## config.mk

```make
export PLATFORM = sky130hd
export DESIGN_NAME = srm_rate_div
export DESIGN_NICKNAME = d
export VERILOG_FILES = /design/src/design/srm_pkg.sv /design/src/design/srm_rate_div.sv
export SDC_FILE = /design/constraint.sdc
export NUM_CORES = 2
export LEC_CHECK = 0
export CAP_MARGIN = 10
export CELL_PAD_IN_SITES_DETAIL_PLACEMENT = 0
export CELL_PAD_IN_SITES_GLOBAL_PLACEMENT = 1
export CORE_ASPECT_RATIO = 1.2
export CORE_UTILIZATION = 48
export DETAILED_ROUTE_END_ITERATION = 8
export DONT_BUFFER_PORTS = 1
export PLACE_DENSITY = 0.88
export SLEW_MARGIN = 30
export SYNTH_ARGS = -nofsm -noshare
export SYNTH_HDL_FRONTEND = slang
export SYNTH_SLANG_ARGS = --single-unit
```

## constraint.sdc

```tcl
create_clock -name clk -period 8.3 [get_ports clk]
set_input_delay 1.245 -clock clk [delete_from_list [all_inputs] [get_ports clk]]
set_output_delay 1.245 -clock clk [all_outputs]
set_load 0.03 [all_outputs]
```

## src/design/srm_pkg.sv

```systemverilog
// ----------------------------------------------------------------------------
// srm_pkg
// Shared widths, codes, state types and inter-module structs for the
// sliding window rate meter.
// ----------------------------------------------------------------------------
package srm_pkg;

	localparam int TIME_W     = 48;
	localparam int BYTES_W    = 16;
	localparam int RATE_W     = 32;
	localparam int WIN_W      = 11;
	localparam int SCALE_W    = 20;
	localparam int CFG_DATA_W = 20;
	localparam int CFG_IDX_W  = 1;
	localparam int SLOT_W     = 32;
	localparam int TOTAL_W    = 48;
	localparam int HALF_W     = 24;
	localparam int PP_W       = HALF_W + SCALE_W;
	localparam int PROD_W     = TOTAL_W + SCALE_W;
	localparam int DIV_CNT_W  = 7;

	localparam int WINDOW_RESET = 1000;
	localparam int SCALE_RESET  = 8000;

	typedef enum logic [0:0] {
		OP_UPDATE = 1'b0,
		OP_QUERY  = 1'b1
	} op_t;

	typedef enum logic [CFG_IDX_W-1:0] {
		REG_WINDOW_MS  = 1'b0,
		REG_RATE_SCALE = 1'b1
	} reg_idx_t;

	typedef enum logic [3:0] {
		ST_CLEAR,
		ST_IDLE,
		ST_PREP,
		ST_EVAL,
		ST_WALK,
		ST_UPD_RD,
		ST_UPD_WR,
		ST_QRY,
		ST_DIV,
		ST_OUT
	} state_t;

	typedef enum logic [2:0] {
		DV_IDLE,
		DV_MUL,
		DV_SUM,
		DV_DIV,
		DV_RND
	} div_state_t;

	typedef struct packed {
		logic               start;
		logic [TOTAL_W-1:0] total;
		logic [SCALE_W-1:0] scale;
		logic [TIME_W-1:0]  divisor;
	} div_req_t;

	typedef struct packed {
		logic              done;
		logic [RATE_W-1:0] rate;
	} div_rsp_t;

endpackage

```

## src/design/srm_rate_div.sv

```systemverilog
// ----------------------------------------------------------------------------
// srm_rate_div
// Rate unit: total * scale in two partial products, restoring division one
// quotient bit per cycle, round half up and saturate to 32 bits.
// ----------------------------------------------------------------------------
module srm_rate_div (
	input  logic              clk,
	input  logic              arst_n,
	input  srm_pkg::div_req_t req,
	output srm_pkg::div_rsp_t rsp
);

	srm_pkg::div_state_t state_q, state_d;

	logic [srm_pkg::TOTAL_W-1:0]   total_q;
	logic [srm_pkg::SCALE_W-1:0]   scale_q;
	logic [srm_pkg::TIME_W-1:0]    div_q;
	logic [srm_pkg::PP_W-1:0]      pp_lo_s1;
	logic [srm_pkg::PP_W-1:0]      pp_hi_s1;
	logic [srm_pkg::PROD_W-1:0]    num_q;
	logic [srm_pkg::TIME_W-1:0]    rem_q;
	logic [srm_pkg::DIV_CNT_W-1:0] cnt_q;
	logic                          done_q;
	logic [srm_pkg::RATE_W-1:0]    rate_q;

	logic [srm_pkg::TIME_W:0]   sh;
	logic                       ge;
	logic [srm_pkg::TIME_W:0]   sh_sub;
	logic                       rnd;
	logic [srm_pkg::PROD_W:0]   q_rnd;
	logic                       last_bit;

	always_comb begin
		sh       = {rem_q, num_q[srm_pkg::PROD_W-1]};
		ge       = sh >= {1'b0, div_q};
		sh_sub   = sh - {1'b0, div_q};
		rnd      = {rem_q, 1'b0} >= {1'b0, div_q};
		q_rnd    = {1'b0, num_q} + (srm_pkg::PROD_W+1)'(rnd);
		last_bit = cnt_q == srm_pkg::DIV_CNT_W'(srm_pkg::PROD_W - 1);
	end

	always_comb begin
		state_d = state_q;
		unique case (state_q)
			srm_pkg::DV_IDLE: if (req.start) state_d = srm_pkg::DV_MUL;
			srm_pkg::DV_MUL:  state_d = srm_pkg::DV_SUM;
			srm_pkg::DV_SUM:  state_d = srm_pkg::DV_DIV;
			srm_pkg::DV_DIV:  if (last_bit) state_d = srm_pkg::DV_RND;
			srm_pkg::DV_RND:  state_d = srm_pkg::DV_IDLE;
			default:          state_d = srm_pkg::DV_IDLE;
		endcase
	end

	always_ff @(posedge clk or negedge arst_n) begin
		if (!arst_n) begin
			state_q <= srm_pkg::DV_IDLE;
			done_q  <= 1'b0;
		end else begin
			state_q <= state_d;
			done_q  <= state_q == srm_pkg::DV_RND;
		end
	end

	always_ff @(posedge clk) begin
		unique case (state_q)
			srm_pkg::DV_IDLE: begin
				total_q <= req.total;
				scale_q <= req.scale;
				div_q   <= req.divisor;
			end
			srm_pkg::DV_MUL: begin
				pp_lo_s1 <= srm_pkg::PP_W'(total_q[srm_pkg::HALF_W-1:0])
					* srm_pkg::PP_W'(scale_q);
				pp_hi_s1 <= srm_pkg::PP_W'(total_q[srm_pkg::TOTAL_W-1:srm_pkg::HALF_W])
					* srm_pkg::PP_W'(scale_q);
			end
			srm_pkg::DV_SUM: begin
				num_q <= srm_pkg::PROD_W'(pp_lo_s1)
					+ {pp_hi_s1, {srm_pkg::HALF_W{1'b0}}};
				rem_q <= '0;
				cnt_q <= '0;
			end
			srm_pkg::DV_DIV: begin
				rem_q <= ge ? sh_sub[srm_pkg::TIME_W-1:0] : sh[srm_pkg::TIME_W-1:0];
				num_q <= {num_q[srm_pkg::PROD_W-2:0], ge};
				cnt_q <= cnt_q + srm_pkg::DIV_CNT_W'(1);
			end
			srm_pkg::DV_RND: begin
				rate_q <= (|q_rnd[srm_pkg::PROD_W:srm_pkg::RATE_W]) ? '1
					: q_rnd[srm_pkg::RATE_W-1:0];
			end
			default: ;
		endcase
	end

	assign rsp.done = done_q;
	assign rsp.rate = rate_q;

endmodule

```

==> results.sh <==
export IMPL_clock_skew_final_ns=0.0354
export IMPL_drt_vias_per_instance=5.44
export IMPL_clkSlewWorstSetupHoldPaths_ns=0.06
export IMPL_reg2reg_depth=23
export IMPL_grt_start_max_net_pins=117
export IMPL_ys_types=77
export IMPL_synth_flop_cell="edfxtp_1"
export IMPL_critical_path_top_cell_by_count="fa_1"
export IMPL_die_w_um=297
export IMPL_max_cap_violations=0
export IMPL_full_die_area_sq_um=106000
export IMPL_fin_tns_setup_ns=0
export IMPL_reg2reg_setup_slack_ns=0.42
export IMPL_timing_worst_slew_pin_value_ns=1.04
export IMPL_critical_path_peak_fanout=20
export IMPL_power_w=0.00402
export IMPL_detailedPlacementHpwl_mm=98.7
export IMPL_slew_violations=0
export IMPL_drt_total_wl_mm=129
export IMPL_syn_cell_area_sq_um=50100
export IMPL_cpMaxStageDelayCell="edfxtp_1"
export IMPL_synth_yosys_seq_area_share_pct=21.7
export IMPL_crit_path_max_delay_family="adder cells"
export IMPL_start_kind="flip-flop"
export IMPL_clk_latency_ns=0.65
export IMPL_critPathMaxStageDelay_ns=0.73
export IMPL_die_y_um=356
export IMPL_grt_setup_unrepaired="no"
export IMPL_clock_tree_root_cell="clkbuf_16"
export IMPL_p_leak_nw=25.1
export IMPL_placed_cell_area_sq_um=51500
export IMPL_syn_instance_count=5271
export IMPL_place_gp_congestion=0.920
export IMPL_clock_sinks=363
export IMPL_avgRoutedWirePerCell_um=19.7
export IMPL_yosysWarningCount=0
export IMPL_final_common_cell="inv_1"
export IMPL_core_rowCount=129
export IMPL_net_count_of_the_finished_layout=6432
export IMPL_setup_violation_total_in_the_final_timing_report=0
export IMPL_first_iter_violations=2428
export IMPL_p_per_area_nw_per_um2=75.6
export IMPL_grt_total_usage_pct=25.0
export IMPL_initial_utilization_pct=48.5
export IMPL_layout_common_cells="inv_1 (932), nand2_1 (800), fa_1 (786), and2_1 (512), ha_1 (379)"
export IMPL_finalHoldViolations=0
export IMPL_crit_cells=23
export IMPL_cp_data_required_time_ns=8.68
export IMPL_status="completed"
export IMPL_grt_pass1_wl_mm=207
export IMPL_numCtsBuffers=45
export IMPL_postSynthRegisterBits=363
export IMPL_hp_class="in -> async"
export IMPL_synth_edff_count=359
export IMPL_ant_nets=0
export IMPL_timing_max_slew_rel_slack_pct=30.9
export IMPL_first_global_vias=37941
export IMPL_cts_resized=0
export IMPL_core_area_sq_um=103000
export IMPL_tritoncts="built"
export IMPL_r2r_start="total_q[6]$_DFFE_PP_"
export IMPL_postSynthAreaPerCell_sq_um=9.50
export IMPL_critPathCapture="pp_lo_s1[42]$_DFFE_PP_"
export IMPL_vdd_ir_drop_max_mv=0.152
export IMPL_cp_data_arrival_time_ns=8.26
export IMPL_ratio_of_cells_with_drive_above_1_in_the_final_layout_pct=4.05
export IMPL_antenna_found_initial=4
export IMPL_critical_path_buf_inv_count=4
export IMPL_area_added_between_synthesis_and_finish_pct=6.31
export IMPL_grt_overflow_total=0
export IMPL_cts_hold_bufs=0
export IMPL_clock_tree_htree_level_count=2
export IMPL_postLayoutCellArea_sq_um=53200
export IMPL_timing_worst_setup_path_type="reg -> reg"
export IMPL_drc=0
export IMPL_drt_pre_antenna_iters=5
export IMPL_worstSetupStartpoint="total_q[6]$_DFFE_PP_"
export IMPL_detailroute_via_count=35665
export IMPL_finalCritPeriodShare_pct=95.0
export IMPL_r2r_end="pp_lo_s1[42]$_DFFE_PP_"
export IMPL_numPortBuffers=0
export IMPL_achievable_frequency_mhz=127
export IMPL_ctsLongestPathBuffers=3
export IMPL_series_of_cell_instances_along_the_critical_path="and2_1, fa_1, inv_1, fa_1, fa_1, fa_1, inv_1, fa_1, fa_1, inv_1, fa_1, inv_1, ha_1, a21oi_1, o21ai_0, nor3_1, a2111oi_0, nand2_1, a21oi_1, a21oi_1, o21ai_0, nor4b_1, a311o_1"
export IMPL_worst_setup_path_end_kind="flip-flop"
export IMPL_synth_async_sr_flop_share_pct=1.10
export IMPL_fin_crit_ns=7.88
export IMPL_floorplan_io_pins=152
export IMPL_synthesis_nets=6555
power by group:
| part | total, W | switching (W) | internal (W) |
|---|---|---|---|
| clock | 0.00203 | 0.000892 | 0.00114 |
| sequential | 0.00199 | 0 | 0.00199 |
| combinational | 0.0000000207 | 0 | 0.0000000000273 |
state kept, by name (all words and copies together) (netlist names):
name / count
pp_lo_s1: 44
scale_q: 20
rate_q: 32
cnt_q: 7
num_q: 68
pp_hi_s1: 44
div_q: 48
done_q: 1
total_q: 48
state_q: 3
rem_q: 48
routing by layer:
layer,vias up,share of wire [%],global-route usage (%)
li1,16345,-,-
met1,17879,42,32.0
met2,1189,48,42.8
met3,252,6.7,3.94
met4,0,3.4,8.61
met5,-,0,0
Yosys cell counts, types with 71 or more instances:
library cell    n  area [sq um]
xor2_1         99           867
inv_1         932          3500
and2_1        513          3210
nor2_1        131           492
edfxtp_1      359         10800
o21ai_0       114           571
nand2_1       800          3000
xnor2_1       109           955
clkbuf_1      251           942
fa_1          786         15700
ha_1          379          4740
a21o_1         94           706
a21oi_1       205          1030
nand3_1        71           355
through the flow:
step | setup slack (ns) | instances | utilization (%) | hold slack [ns]
after floorplan | 1.15 | 5271 | - | 0.491
after global placement | 0.471 | 6459 | 49.8 | 0.495
after detailed placement | 0.349 | 6461 | 49.9 | 0.498
after CTS | 0.323 | 6543 | 51.3 | 0.268
after global routing | 0.0153 | 6559 | 51.5 | 0.282
final | 0.418 | 6562 | 51.5 | 0.315
kinds of logic after synthesis:
group | synth area share [%]
AO/OA/AOI/OAI | 7.38
XOR/XNOR | 3.64
adder cells (fa/ha/maj) | 40.9
buffers and inverters | 9.03
flip-flops | 21.7
multiplexers | 0.205
AND/OR/NAND/NOR | 17.1
worst min path at each step:
stage	startpoint	endpoint	slack (ns)	depth (start not counted)
finish	arst_n	state_q[0]$_DFFE_PN0P_	0.32	0
global placement	pp_lo_s1[16]$_DFFE_PP_	num_q[16]$_DFFE_PN_	0.49	2
CTS	arst_n	state_q[0]$_DFFE_PN0P_	0.27	0
floorplan	pp_lo_s1[13]$_DFFE_PP_	num_q[13]$_DFFE_PN_	0.49	2
detailed placement	pp_lo_s1[18]$_DFFE_PP_	num_q[18]$_DFFE_PN_	0.50	2
global route	arst_n	state_q[0]$_DFFE_PN0P_	0.28	0
layout make-up:
class / count / area, sq um
Tap cell: 1375 / 1720
Antenna cell: 4 / 10.0
Inverter: 932 / 3500
Fill cell: 9486 / 50100
Timing Repair Buffer: 94 / 886
Clock inverter: 34 / 357
Clock buffer: 48 / 1140
Sequential cell: 363 / 10900
Multi-Input combinational cell: 3712 / 34700
repair_timing:
| item | in CTS | in global routing |
|---|---|---|
| setup endpoints to repair | 0 | 7 |
| setup buffers | 0 | 9 |
| hold endpoints to repair | 0 | 0 |
Power figures use the tool's default switching activity.
